--- src/rtl/core/mpf_pkg.sv ---
// Shared constants, types and sequencer states for the Markov prefetch table.
`timescale 1ns / 1ps
package mpf_pkg;

	localparam int ADDR_W            = 64;
	localparam int BLOCK_OFFSET_BITS = 6;
	localparam int LINE_W            = ADDR_W - BLOCK_OFFSET_BITS;
	localparam int NUM_ENTRIES       = 8;
	localparam int NUM_SUCCESSORS    = 4;
	localparam int ENT_W             = $clog2(NUM_ENTRIES);
	localparam int SLOT_W            = $clog2(NUM_SUCCESSORS);
	localparam int SADDR_W           = ENT_W + SLOT_W;
	localparam int NUM_SLOTS         = NUM_ENTRIES * NUM_SUCCESSORS;
	localparam int COUNT_W           = 16;
	localparam int TOTAL_W           = 18;

	typedef logic [LINE_W-1:0]  line_t;
	typedef logic [COUNT_W-1:0] count_t;
	typedef logic [TOTAL_W-1:0] total_t;
	typedef logic [ENT_W-1:0]   ent_t;
	typedef logic [SLOT_W-1:0]  slot_idx_t;
	typedef logic [SADDR_W-1:0] saddr_t;

	localparam count_t    COUNT_MAX = '1;
	localparam total_t    TOTAL_MAX = '1;
	localparam slot_idx_t SLOT_LAST = slot_idx_t'(NUM_SUCCESSORS - 1);

	localparam logic CMD_RECORD = 1'b0;
	localparam logic CMD_READ   = 1'b1;

	typedef enum logic [2:0] {
		ST_IDLE,
		ST_SCAN_RD,
		ST_SCAN_CMP,
		ST_EVICT_RD,
		ST_EVICT_WR,
		ST_RETAG,
		ST_READ_RD,
		ST_READ_OUT
	} state_t;

	// One successor slot as read back from the slot store; empty slots read as zero.
	typedef struct packed {
		line_t  line;
		count_t count;
	} slot_t;

	// Control from the sequencer to the slot store.
	typedef struct packed {
		logic   rd_en;
		saddr_t rd_addr;
		logic   wr_en;
		saddr_t wr_addr;
		line_t  wr_line;
		count_t wr_count;
		logic   clr_en;
		ent_t   clr_ent;
	} slot_ctl_t;

endpackage

--- src/rtl/core/mpf_slot_store.sv ---
// Successor slot memory with per-slot valid bits and a registered read port.
`timescale 1ns / 1ps
module mpf_slot_store
	import mpf_pkg::*;
(
	input  logic      clk,
	input  logic      arst_n,
	input  slot_ctl_t ctl,
	output slot_t     rd
);

	line_t  line_mem [NUM_SLOTS];
	count_t cnt_mem  [NUM_SLOTS];
	logic [NUM_SLOTS-1:0] vld_q;
	line_t  rd_line_q;
	count_t rd_cnt_q;
	logic   rd_vld_q;

	always_ff @(posedge clk) begin
		if (ctl.wr_en) begin
			line_mem[ctl.wr_addr] <= ctl.wr_line;
			cnt_mem[ctl.wr_addr]  <= ctl.wr_count;
		end
		if (ctl.rd_en) begin
			rd_line_q <= line_mem[ctl.rd_addr];
			rd_cnt_q  <= cnt_mem[ctl.rd_addr];
		end
	end

	// Valid bits: clear on reset and on retag of an entry.
	always_ff @(posedge clk or negedge arst_n) begin
		if (!arst_n) begin
			vld_q    <= '0;
			rd_vld_q <= 1'b0;
		end else begin
			if (ctl.wr_en) begin
				vld_q[ctl.wr_addr] <= 1'b1;
			end
			if (ctl.clr_en) begin
				for (int s = 0; s < NUM_SUCCESSORS; s++) begin
					vld_q[{ctl.clr_ent, slot_idx_t'(s)}] <= 1'b0;
				end
			end
			if (ctl.rd_en) begin
				rd_vld_q <= vld_q[ctl.rd_addr];
			end
		end
	end

	// An invalid slot reads as empty.
	assign rd.line  = rd_vld_q ? rd_line_q : '0;
	assign rd.count = rd_vld_q ? rd_cnt_q : '0;

endmodule

--- config.mk ---
export PLATFORM = sky130hd
export DESIGN_NAME = mpf_slot_store
export DESIGN_NICKNAME = d
export VERILOG_FILES = /design/src/rtl/core/mpf_pkg.sv /design/src/rtl/core/mpf_slot_store.sv
export SDC_FILE = /design/constraint.sdc
export NUM_CORES = 2
export LEC_CHECK = 0
export ABC_AREA = 1
export BUFFER_PORTS_ARGS = -buffer_cell sky130_fd_sc_hd__clkbuf_2
export CAP_MARGIN = 10
export CORE_MARGIN = 3
export CORE_UTILIZATION = 50
export CTS_BUF_LIST = sky130_fd_sc_hd__clkbuf_4 sky130_fd_sc_hd__clkbuf_8 sky130_fd_sc_hd__clkbuf_16
export DETAILED_ROUTE_END_ITERATION = 10
export GPL_ROUTABILITY_DRIVEN = 0
export PLACE_DENSITY_LB_ADDON = 0.1
export SLEW_MARGIN = 15
export SYNTH_ARGS = -nofsm -noshare
export SYNTH_HDL_FRONTEND = slang
export SYNTH_SLANG_ARGS = --single-unit
--- constraint.sdc ---
create_clock -name clk -period 3.5 [get_ports clk]
set_input_delay 0.7 -clock clk [delete_from_list [all_inputs] [get_ports clk]]
set_output_delay 0.7 -clock clk [all_outputs]
set_load 0.005 [all_outputs]
# Word-level counts from Yosys, hierarchy flattened
# Memory sizes are Yosys's and may differ from the RTL's. A register that Yosys moved wholly into a read port is not among the register bits.
# Cells that the tools add are included.
[word_totals]
inputBits = 92
ram_bits = 2368
latch_bits = 0
mem_count = 2
reg_bits = 33
mem_bits_ro = 0
word_cells = 47
[memory_table]
columns = ["name", "words", "width", "read_ports", "rd_ports_with_merged_regs", "write_ports", "line", "rtl"]
rows = [
  ["line_mem", 32, 58, 1, 1, 1, "mpf_slot_store.sv:12", "line_t line_mem [NUM_SLOTS];"],
  ["cnt_mem", 32, 16, 1, 1, 1, "mpf_slot_store.sv:13", "count_t cnt_mem [NUM_SLOTS];"],
]
[classes]
mul = 0
n_reduce_logical = 5
add_sub_neg = 0
mux = 18
div_mod_pow = 0
shifts = 0
n_lt_le_gt_ge = 11
n_bitwise = 9
n_eq_ne = 0
[op_table]
columns = ["op", "count"]
rows = [
  ["bitwise AND 32 bit", 4],
  ["two-way mux 32 bit", 2],
  ["two-way mux 58 bit", 1],
  ["< comparator 5 x 6 -> 1 bit, second input constant", 6],
  ["NOT 29 -> 32 bit", 1],
  ["NOT 30 -> 32 bit", 1],
  ["NOT 31 -> 32 bit", 1],
  ["NOT 32 bit", 1],
  ["bitwise OR 32 bit", 1],
  [">= comparator 5 x 1 -> 1 bit, second input constant", 5],
  ["two-way mux 16 bit", 1],
  ["demux 1 bit (select 3 bit)", 4],
  ["two-way mux 1 bit", 8],
  ["binary-select mux 1 bit (select 5 bit)", 1],
  ["demux 1 bit (select 5 bit)", 1],
  ["logical AND 1 bit", 5],
]

# Depth between registers and ports, before layout
[depth]
depth_word = 11
mapped_depth = 12

# Least setup slack after synthesis
# Ideal clock, no wire load.
[synth_timing]
kind = "input to register"
start = "in ctl[83] (netlist bit)"
end = "mem cnt_mem[13][0] (netlist bit), enable pin"
setup_ns = 0.508
t_arrival_ns = 4.186
t_required_ns = 2.992
cell_stages = 4
setup_slack_ns = -1.194
cell_sequence = "inv_1 nor3_1 inv_1 nor2_1"
[synth_between]
elab_chain_len = 2
[synth_lines]
columns = ["element", "line", "rtl"]
rows = [
  ["start: declaration", "mpf_slot_store.sv:8", "input slot_ctl_t ctl,"],
  ["two-way mux 1 bit", "mpf_slot_store.sv:20", "if (ctl.wr_en) begin"],
  ["two-way mux 1 bit (not written as such)", "mpf_slot_store.sv:22", "cnt_mem[ctl.wr_addr] <= ctl.wr_count;"],
  ["end: declaration", "mpf_slot_store.sv:13", ""],
]
# No other way between the ends.

==> impl_metrics.ini <==
[critical_path]
crit_type = reg -> out
worst_path_max_delay_cell = buf_4
crit_required_ns = 2.80
crit_chain = buf_4 > nand2_1 > inv_1 > clkbuf_2
end_kind = output port
cp-start-kind = flop
cp_slowest_stage_delay_ns = 0.43
cp_max_fo = 35
critPathArrivalTime_ns = 2.37

[global_routing]
overflow = 0
grt_pass1_vias = 60300
met1_usage = 0.405
antenna_found_initial = 14
track_usage = 0.285
grt_pass1_wl_mm = 418
use_met3 = 0.0452
grt_max_degree = 158
grt_use_met2 = 0.457
busiest_layer = met2

[clock_network]
cts_num_sinks = 2475
root_buffer = clkbuf_16
cts_tree = done
h-tree-depth = 5
cts_buffers = 275
post_cts.repair.setup_buffers = 0
clk_pin_slew_worst_paths_ns = 0.06
cts_buffer_depth = 4
clkLatencyLatePin_ns = 0.91
post_cts_resize_count = 0

[layout]
regArea_mm2 = 0.0742
multi_input_comb_area_mm2 = 0.0205
drive_gt1_frac = 0.106
synthToLayoutAreaGrowth_pct = 13.9
fin_nets = 7957
nFillCells = 15500
finalNonFillerCells = 10600

[floorplanning]
dieWidth_um = 447
start_util = 0.504
io_pins = 166
coreArea_mm2 = 0.193
num_rows = 161
die_h_um = 447
dieArea_mm2 = 0.200

[place]
dpl.cell_count = 10100
portBuffers = 165
dp_hpwl_mm = 146
dp_slack_ns = 0.614

[synthesis]
ys_async_sr_fraction = 0.0133
ys.flop_type = edfxtp_1
avgSynthCellArea_um2 = 12.7
synth_enable_flop_cells = 2442
synth_area_leaders = edfxtp_1 (75%), nand3_1 (5.4%), nand2_1 (5.3%)
syn_inst = 7701
synth_warnings = 0
synth-seq-area-share = 0.761
synth_area_mm2 = 0.0974
synth-seq-cells = 2475
synth_nets = 7793
synthDistinctLibCells = 19
synth.most_common_cell = edfxtp_1
yosysTopAreaCell = edfxtp_1
yosys.area.top_type_share = 0.753
yosys-top-cells-count = edfxtp_1 (2442), nand2_1 (1385), nand3_1 (1056)

[power_and_ir_drop]
peakVddDrop_mv = 0.432
p_leak_uw = 0.0386
cellPowerDensity_mw_per_mm2 = 576

[sta]
fmax_ghz = 0.326
drv_slew = 0
finalWorstSetupSlack_ns = 0.431
tightest_slew_ns = 1.02
setup_violations = 0
finClkSkew_ns = 0.0324
whs_ns = 0.184
rsz0062_at_grt = false
slew-limit-headroom = 0.318
final_hold_viol_count = 0
period_share = 0.877
final.min_clock_period_ns = 3.07

[detailed_routing]
viasPerCell = 6.01
ant_nets = 0
routed_wl_mm = 287
drtIter0Drc = 7479
dr.pass1.iters = 6
post_drt_wl_per_cell_um = 27.1
drc = 0
vias = 63500

[status]
status = complete, no violations

[job]
maxCapViolCount = 0

[hold_path]
hp-class = in -> reg
worst paths after layout:
path | from | endpoint | slack (ns) | cells after the start
max | rd_vld_q | rd[30] | 0.43 | 4
min | ctl[1] | vld_q[8] | 0.18 | 4
max reg2reg | line_mem[14][13] | rd_line_q[13] | 1.94 | 5
min reg2reg | vld_q[10] | vld_q[10] | 0.49 | 2
max in group asynchronous | arst_n | rd_vld_q | 2.47 | 2
min in group asynchronous | arst_n | vld_q[9] | 0.42 | 2
area by class of cell:
cell class              count  area share
flip-flops and latches   2475       0.668
repair buffers            409      0.0375
well taps                2526      0.0285
multi-input cells        4504       0.185
diodes                      7    0.000158
inverters                 200     0.00708
clock inverters            88     0.00544
clock buffers             359      0.0687
where the power goes:
part / switching [uW] / total (uW) / internal (uW)
Sequential: 167 / 33200 / 33100
Combinational: 2760 / 3810 / 1050
Clock: 11100 / 26900 / 15800
cells in the final DEF, fill, tap and decap left out, types with 4 or more instances in the layout:
cell and n:
edfxtp_1 2442, clkinv_1 44, buf_8 4, inv_6 4
diode_2 7, clkbuf_4 77, o21ai_0 755, dfrtp_1 32
inv_8 4, nor3_1 12, nor2_1 735, bufinv_16 8
clkinv_2 30, a21oi_1 170, nand3_1 1056, buf_4 127
inv_1 195, nand2_1 1385, clkbuf_2 159, buf_12 116
nor2_4 32, clkbuf_16 281, o21ai_1 29, o22ai_1 327
kinds of logic (layout without fill, tap and decap cells):
kind of cell,after synthesis,after routing,share of synthesized area
and+or+nand+nor,3220,3220,0.138
DFF,2475,2475,0.761
other,0,7,0
buffers and inverters,722,1056,0.0310
AOI/OAI and AO/OA,1284,1284,0.0702
critical path, delay by kind of cell (launching register included):
kind / cells / cell delay (ns)
buffers and inverters: 3 / 0.79
and+or+nand+nor: 1 / 0.12
DFF: 1 / 0.42
per-stage QoR:
step | utilization | setup TNS (ns) | power, uW | cell area, um^2
after floorplan | - | -2822.46 | 35900 | 97400
after global placement | 0.532 | 0 | 37600 | 103000
after detailed placement | 0.532 | 0 | 37700 | 103000
after CTS | 0.575 | 0 | 64300 | 111000
after global routing | 0.575 | 0 | 65900 | 111000
final | 0.575 | 0 | 63900 | 111000
routing by layer:
layer | part of all wire | wire length, um | vias up
met2 | 0.48 | 137000 | 2804
met4 | 0.027 | 7820 | 10
met3 | 0.081 | 23100 | 460
li1 | - | - | 28200
met5 | 0.00026 | 75 | -
met1 | 0.41 | 119000 | 32000
registers in the layout, indices dropped and copies added, names as in the netlist:
name and flops:
rd_vld_q 1, vld_q 32, cnt_mem 512, rd_cnt_q 16, line_mem 1856, rd_line_q 58
what timing repair did:
item | CTS | global route
endpoints found under the hold margin | 33 | 0
endpoints found under the setup margin | 0 | 0
hold buffers | 1 | 0
No activity file was read; power rests on OpenSTA's default activity.
