### config.mk
export PLATFORM = sky130hd
export DESIGN_NAME = mpf_update_unit
export DESIGN_NICKNAME = d
export VERILOG_FILES = /design/src/rtl/core/mpf_pkg.sv /design/src/rtl/core/mpf_update_unit.sv
export SDC_FILE = /design/constraint.sdc
export NUM_CORES = 1
export LEC_CHECK = 0
export BUFFER_PORTS_ARGS = -buffer_cell sky130_fd_sc_hd__buf_4
export CORE_MARGIN = 1
export CORE_UTILIZATION = 37
export DETAILED_ROUTE_END_ITERATION = 10
export PLACE_DENSITY = 0.81
export SLEW_MARGIN = 25
export SYNTH_ARGS = -nofsm -noshare
export SYNTH_HDL_FRONTEND = slang
export SYNTH_SLANG_ARGS = --single-unit
### constraint.sdc
create_clock -name vclk -period 4.3
set_clock_uncertainty 0.15 [all_clocks]
set_input_delay 0.645 -clock vclk [all_inputs]
set_output_delay 0.645 -clock vclk [all_outputs]
set_load 0.05 [all_outputs]
### src/rtl/core/mpf_pkg.sv
// Shared constants, types and sequencer states for the Markov prefetch table.
`timescale 1ns / 1ps
package mpf_pkg;

	localparam int ADDR_W            = 64;
	localparam int BLOCK_OFFSET_BITS = 6;
	localparam int LINE_W            = ADDR_W - BLOCK_OFFSET_BITS;
	localparam int NUM_ENTRIES       = 8;
	localparam int NUM_SUCCESSORS    = 4;
	localparam int ENT_W             = $clog2(NUM_ENTRIES);
	localparam int SLOT_W            = $clog2(NUM_SUCCESSORS);
	localparam int SADDR_W           = ENT_W + SLOT_W;
	localparam int NUM_SLOTS         = NUM_ENTRIES * NUM_SUCCESSORS;
	localparam int COUNT_W           = 16;
	localparam int TOTAL_W           = 18;

	typedef logic [LINE_W-1:0]  line_t;
	typedef logic [COUNT_W-1:0] count_t;
	typedef logic [TOTAL_W-1:0] total_t;
	typedef logic [ENT_W-1:0]   ent_t;
	typedef logic [SLOT_W-1:0]  slot_idx_t;
	typedef logic [SADDR_W-1:0] saddr_t;

	localparam count_t    COUNT_MAX = '1;
	localparam total_t    TOTAL_MAX = '1;
	localparam slot_idx_t SLOT_LAST = slot_idx_t'(NUM_SUCCESSORS - 1);

	localparam logic CMD_RECORD = 1'b0;
	localparam logic CMD_READ   = 1'b1;

	typedef enum logic [2:0] {
		ST_IDLE,
		ST_SCAN_RD,
		ST_SCAN_CMP,
		ST_EVICT_RD,
		ST_EVICT_WR,
		ST_RETAG,
		ST_READ_RD,
		ST_READ_OUT
	} state_t;

	// One successor slot as read back from the slot store; empty slots read as zero.
	typedef struct packed {
		line_t  line;
		count_t count;
	} slot_t;

	// Control from the sequencer to the slot store.
	typedef struct packed {
		logic   rd_en;
		saddr_t rd_addr;
		logic   wr_en;
		saddr_t wr_addr;
		line_t  wr_line;
		count_t wr_count;
		logic   clr_en;
		ent_t   clr_ent;
	} slot_ctl_t;

endpackage

### src/rtl/core/mpf_update_unit.sv
// Shared slot compare and saturating count arithmetic.
`timescale 1ns / 1ps
module mpf_update_unit
	import mpf_pkg::*;
(
	input  slot_t  rd,
	input  line_t  line,
	input  total_t total,
	output logic   match,
	output count_t count_inc,
	output total_t total_inc,
	output total_t total_evict
);

	total_t evicted;

	assign match       = (rd.count != '0) && (rd.line == line);
	assign count_inc   = (rd.count == COUNT_MAX) ? rd.count : rd.count + count_t'(1);
	assign total_inc   = (total == TOTAL_MAX) ? total : total + total_t'(1);
	assign evicted     = total_t'(rd.count);
	// Subtract the evicted count from the credited total, floor at zero.
	assign total_evict = (total_inc >= evicted) ? total_inc - evicted : '0;

endmodule

# Yosys cells after proc, flatten, opt, wreduce, memory -nomap -nowiden
# Cells that the tools add are included.
# totals
regBits	0
in_bits	150
out_inout_bits	53
wordCells	12
# op_classes
addsub	3
n_lt_le_gt_ge	1
eq_ne	3
muxes	3
reduce_logical	2
# op_table
cell	n
$eq A58 B58 Y1	1
$mux W18	2
$add A18 B1 Y18 const B	1
$eq A18 B18 Y1 const B	1
$ge A18 B16 Y1	1
$sub A18 B16 Y18	1
$add A16 B1 Y16 const B	1
$eq A16 B16 Y1 const B	1
$mux W16	1
$reduce_bool A16 Y1	1
$logic_and A1 B1 Y1	1

# Logic depth before layout (Yosys ltp)
# Gate-level depths: netlist (run 1).
# logic_depth
depth_word	4
depth_mapped	16

# Worst setup path after synthesis (run 1)
# OpenSTA, ideal clock, no wires.
# synth_timing
path_type	input-to-output
start	input port total[5]
end	output port total_evict[10]
arrival_time_ns	4.906
required_time_ns	3.505
slack_ns	-1.401
cell_stages	14
path_cell_list	and4_1 buf_4 nand3_1 or4_4 nand2b_1 nor2_1 xor2_1 ha_1 nand2_1 nor3_1 nand2_1 o21ai_0 nor2_4 nor3b_1
# synth_via
elab_chain_cells	4
# synth_lines
item	line	text
from (decl)	mpf_update_unit.sv:8	input total_t total,
$add A18 B1 Y18 / $eq A18 B18 Y1 (equally long branches)	mpf_update_unit.sv:19	assign total_inc = (total == TOTAL_MAX) ? total : total + total_t'(1);
$mux W18 *	mpf_update_unit.sv:19	
named net total_inc[15]	mpf_update_unit.sv:11	output total_t total_inc,
$ge A18 B16 Y1 *	mpf_update_unit.sv:22	assign total_evict = (total_inc >= evicted) ? total_inc - evicted : '0;
$mux W18 *	mpf_update_unit.sv:22	
to (decl)	mpf_update_unit.sv:12	output total_t total_evict
# Mark *: on every way through the listed nets, which the timed path passes. The rest lies on a longest branch.

# Worst setup path after layout (run 1)
# layout_timing
start	input port total[0]
end	output port total_evict[14]
# layout_via
elab_chain_cells	4
# layout_lines
item	line
$add A18 B1 Y18 / $eq A18 B18 Y1 (equally long branches)	mpf_update_unit.sv:19
$mux W18 *	mpf_update_unit.sv:19
$sub A18 B16 Y18 / $ge A18 B16 Y1 (equally long branches)	mpf_update_unit.sv:22
$mux W18 *	mpf_update_unit.sv:22
# Mark *: on every way between the ends. The rest lies on a longest branch, timed or not.

==> run summary, run 1 <==
Synth cell types: 48
yosys warns: 0
Detail Placement HPWL: 10360 um
Max VDD drop: 213.9 uV
first-pass GRT wire length: 19990 um
full die area: 6874 sq um
startpoint types: input pin
LEAKAGE: 2.676 nW
period utilization: 108.9%
Hold Path Cell Cnt: 3
starting DRC count in detailed routing: 470
status: complete, but fails checks
Residual DRC: 0
post-route ant nets: 0
largest net degree at the start of global routing: 9
CLK BUF: 0
synthesis-to-finish area growth: 138.2%
Fin. Hold Viols: 0
syn_nets: 523
register area: 0 sq um
FMAX: 0.2135 GHz
Max Cap Viol: 0
fin cells: 719
final wirelength: 15060 um
height of the die: 82.91 um
Crit-path slowest cell: or4_4
CP Class: in -> out
dpl cells: 699
setup violators final: 18
Avg Inst Size Synth: 6.862 sq um
Initial Util: 38.15%
Seq/Total Area, Yosys: 0%
vias in the first global route: 4069
Chip Width: 82.91 um
power density over the cells: 176.8 nW/um^2
final worst path period need: 4685 ps
DR vias: 4181
count of input and output buffers: 203
Rows: 29
Overall Power: 0.001020 W
WP data required: 3500 ps
GR Util All Layers: 36.47%
number of sequential cells: 0
total core area: 6350 sq um
critical path capture point: total_evict[14]
Arr. time, crit path: 3890 ps
Remaining Overflow, GRT: 0
relative slew slack: 66.56%
Placed Area: 5066 sq um
unrepaired setup endpoints after global routing: true
Crit. End Element: primary output
first drt pass iteration count: 5
routability cong.: 0.9581
initial antenna violation count: 0
Ant. Diodes: 0
Post-Synthesis Cells: 353
worst-path fanout max: 4
Slew @ Worst Pin: 497.0 ps
Layout Nets: 814
CP most frequent cell: buf_4
Setup Total Neg Slack: -2987 ps
max-slew violations: 0
critical path, cell by cell: buf_4, ha_1, nand2_1, or4_4, xnor2_4, ha_4, inv_2, fa_2, a211oi_2, nor2_2, o211ai_1, a211oi_1, or3_1, and3_4, buf_4
Hold Buf Count CTS: 0
Wirelength per Cell: 20.95 um
via/cell ratio: 5.815
I/O Pins: 203
Largest stage delay, worst path: 580 ps
Final Instance Area: 5769 sq um
Post-Syn Area: 2422 sq um
HP Class: in -> out
crit path launch: total[0]
Setup WS post-layout: -384.6 ps
failing checks: negative setup slack
ratio of cells with drive above 1 in the final layout: 64.80%
==> per-stage QoR <==
step	worst slack [ps]	utilization, %	hold slack, ps
detailed placement	-352.1	79.78	1510
global route	-414.3	90.86	1524
CTS	-215.2	86.70	1510
floorplan	-180.0	-	1262
global placement	-275.0	79.78	1504
finish	-384.6	90.86	1520
==> how the worst min path moves through the flow <==
stage / slack [ps] / start / endpoint
2_1_floorplan: 1260 / total[5] / total_inc[5]
3_3_place_gp: 1500 / rd[8] / count_inc[8]
3_5_place_dp: 1510 / rd[8] / count_inc[8]
4_1_cts: 1510 / rd[8] / count_inc[8]
5_1_grt: 1520 / rd[8] / count_inc[8]
6_report: 1520 / rd[8] / count_inc[8]
==> cell usage after synthesis (all sizes together) <==
cell | number | area share, %
a32oi | 1 | 0.36
ha | 19 | 9.8
xor2 | 45 | 16
nor3b | 3 | 0.93
a21oi | 18 | 3.9
nor3 | 17 | 3.5
o211ai | 3 | 0.93
nor2 | 29 | 4.8
and3 | 5 | 1.3
nor4 | 15 | 4.5
a31oi | 3 | 0.77
nor4b | 1 | 0.36
mux2i | 1 | 0.41
and4 | 6 | 2.3
inv | 24 | 3.7
xnor2 | 46 | 17
fa | 1 | 0.83
a211o | 1 | 0.36
nor2b | 5 | 1.6
nand3 | 15 | 3.3
nand2 | 24 | 3.7
mux2 | 3 | 1.4
nand4 | 19 | 5.5
and2 | 4 | 1.1
o31ai | 1 | 0.31
or3 | 3 | 0.77
clkbuf | 4 | 0.67
o221ai | 1 | 0.36
nand2b | 3 | 0.77
o31a | 2 | 0.72
buf | 4 | 1.0
o21a | 2 | 0.62
or4 | 1 | 0.46
a21o | 5 | 1.5
a211oi | 3 | 0.93
o21ai | 16 | 3.5
==> placed cells by master (no fill, tap or decap), drive strengths merged, types with 4 or more instances in the layout <==
| cell | synthesis | layout |
|---|---|---|
| buf | 4 | 297 |
| xnor2 | 46 | 46 |
| xor2 | 45 | 45 |
| nor2 | 29 | 29 |
| inv | 24 | 24 |
| nand2 | 24 | 24 |
| nand4 | 19 | 19 |
| ha | 19 | 19 |
| a21oi | 18 | 18 |
| nor3 | 17 | 17 |
| o21ai | 16 | 16 |
| nor4 | 15 | 15 |
| nand3 | 15 | 15 |
| and4 | 6 | 6 |
| a21o | 5 | 5 |
| and3 | 5 | 5 |
| nor2b | 5 | 5 |
| and2 | 4 | 4 |
==> logic make-up after synthesis <==
group / synth area share [%]
compound gates: 14.26
mux: 1.808
xor+xnor: 32.90
simple gates: 34.97
fa+ha+maj: 10.64
buf+inv: 5.423
==> per-layer routing <==
metal	wire length [um]	GRT usage [%]
met1	5129	42.55
met2	7700	68.26
met3	1565	5.070
met4	666	10.97
met5	0	0
==> final cells by class <==
class | instances | area (sq um)
multi-input cells | 321 | 3219
well taps | 77 | 96.34
fillers | 278 | 580.6
repair buffers | 297 | 2364
inverters | 24 | 90.09
==> where the power goes <==
group	internal, W	total (W)	switching, W	leakage (nW)
logic	0.000461	0.00102	0.000559	2.68
registers	0	0	0	0
clock network	0	0	0	0
==> repair_timing <==
action | in CTS | in global routing
setup buffers | 16 | 11
gates cloned | 1 | 0
endpoints found under the setup margin | 18 | 18
gates resized for setup | 67 | 46
pin swaps | 27 | 40
==> worst max-delay path, delay by kind of cell <==
kind / cells / cell delay (ps)
XOR/XNOR: 1 / 210
buffers and inverters: 3 / 320
AND/OR/NAND/NOR: 5 / 1320
AO/OA/AOI/OAI: 3 / 690
adder cells (fa/ha/maj): 3 / 710
Power figures use the tool's default switching activity.
==> inputs of run 2 (changes only) <==
PLACE_DENSITY = 0.86   (was 0.81)
TNS_END_PERCENT = 1   (was not set)
==> run summary, run 2 (same netlist as run 1, synthesis figures left out) <==
Final Instance Area: 5408 sq um
Fin. Hold Viols: 0
HP Class: in -> out
Wirelength per Cell: 17.25 um
Setup Slack @ Placement: -426.4 ps
Setup WS post-layout: -230.3 ps
full die area: 6874 sq um
failing checks: negative setup slack
worst hold start: rd[8]
dpl cells: 708
unrepaired setup endpoints after global routing: true
Remaining Overflow, GRT: 0
routability cong.: 0.9665
I/O Pins: 203
initial antenna violation count: 0
CP Class: in -> out
Crit. End Element: primary output
most frequent cells in the layout: buf_4 (265), xor2_1 (43), xnor2_1 (33)
filler cell count: 389
WP data required: 3500 ps
Arr. time, crit path: 3740 ps
final worst path period need: 4530 ps
Ant. Diodes: 0
DR vias: 3919
CLK BUF: 0
LEAKAGE: 2.593 nW
DRT met1 WL: 4533 um
Max VDD drop: 229.7 uV
Detail Placement HPWL: 10650 um
Initial Util: 38.15%
period utilization: 105.4%
number of sequential cells: 0
GR Util All Layers: 35.82%
Hold Path Cell Cnt: 3
met2 wire length: 6581 um
max-slew violations: 0
Hold Buf Count CTS: 0
register area: 0 sq um
via/cell ratio: 5.458
first-pass GRT wire length: 20090 um
ratio of cells with drive above 1 in the final layout: 58.97%
startpoint types: input pin
relative slew slack: 73.89%
worst-path fanout max: 4
WHS Endpoint: count_inc[8]
Layout Nets: 813
Max Cap Viol: 0
Chip Width: 82.91 um
largest net degree at the start of global routing: 9
power density over the cells: 170.9 nW/um^2
Rows: 29
final wirelength: 12390 um
fin cells: 718
post-route ant nets: 0
Slew @ Worst Pin: 388.0 ps
commonest non-fill, non-tap cell in the layout: buf_4
setup violators final: 18
Residual DRC: 0
total core area: 6350 sq um
starting DRC count in detailed routing: 264
first drt pass iteration count: 7
status: complete, but fails checks
Placed Area: 5062 sq um
count of input and output buffers: 203
uppermost layer routed: met4
FMAX: 0.2207 GHz
vias in the first global route: 4191
Final Hold Slack: 1509 ps
WL met3: 789 um
synthesis-to-finish area growth: 123.2%
height of the die: 82.91 um
final core occ: 85.16%
run 2: cell types whose count changed in the layout (fill, tap and decap cells not counted), sizes merged:
cell,delta
buf,-1
run 2: worst max-delay path, cell delays in order:
cell and delay, ps:
buf_6 70, and4_1 200, nand2_1 80, or4_4 580, xnor2_2 180, ha_2 220
inv_2 40, fa_2 350, a211oi_2 220, nor2_1 80, o211ai_1 220, buf_4 160
a211oi_2 60, or3_1 310, and3_4 180, buf_8 140
run 2: power breakdown:
part           switching (W)  internal (W)
sequential                 0             0
combinational       0.000500      0.000424
clock                      0             0
total               0.000500      0.000424
run 2: cell type report:
cell class | instances | area [sq um] | share of cell area, %
Inverter | 24 | 90.09 | 1.666
Multi-Input combinational cell | 321 | 2850 | 52.71
Tap cell | 77 | 96.34 | 1.782
Timing Repair Buffer | 296 | 2371 | 43.85
run 2: how the worst max path moves through the flow:
stage,startpoint,end,slack [ps],depth (start not counted)
4_1_cts,total[3],total_evict[4],-190,18
2_1_floorplan,total[5],total_evict[17],-180,15
3_5_place_dp,total[10],total_evict[14],-430,15
3_3_place_gp,total[10],total_evict[14],-330,15
6_report,total[15],total_evict[14],-230,16
5_1_grt,total[7],total_evict[17],-380,17
run 2: repair_timing:
item,CTS,global route
setup endpoints to repair,18,18
buffers inserted,8,1
pin swaps,20,13
endpoints found under the hold margin,0,0
cloned,1,0
resized for setup,52,10
run 2: through the flow:
step	setup TNS, ps	power (W)
3_3_place_gp	-4563	0.0008287
4_1_cts	-3181	0.0009058
6_report	-3286	0.0009241
5_1_grt	-5657	0.0009742
2_1_floorplan	-2579	0.0004857
3_5_place_dp	-5887	0.0008438
run 2: per-layer routing:
metal	GRT usage, %	vias to the layer above
met5	0	-
met4	12.70	0
met3	3.976	44
met2	69.08	215
met1	40.01	1821
li1	-	1839
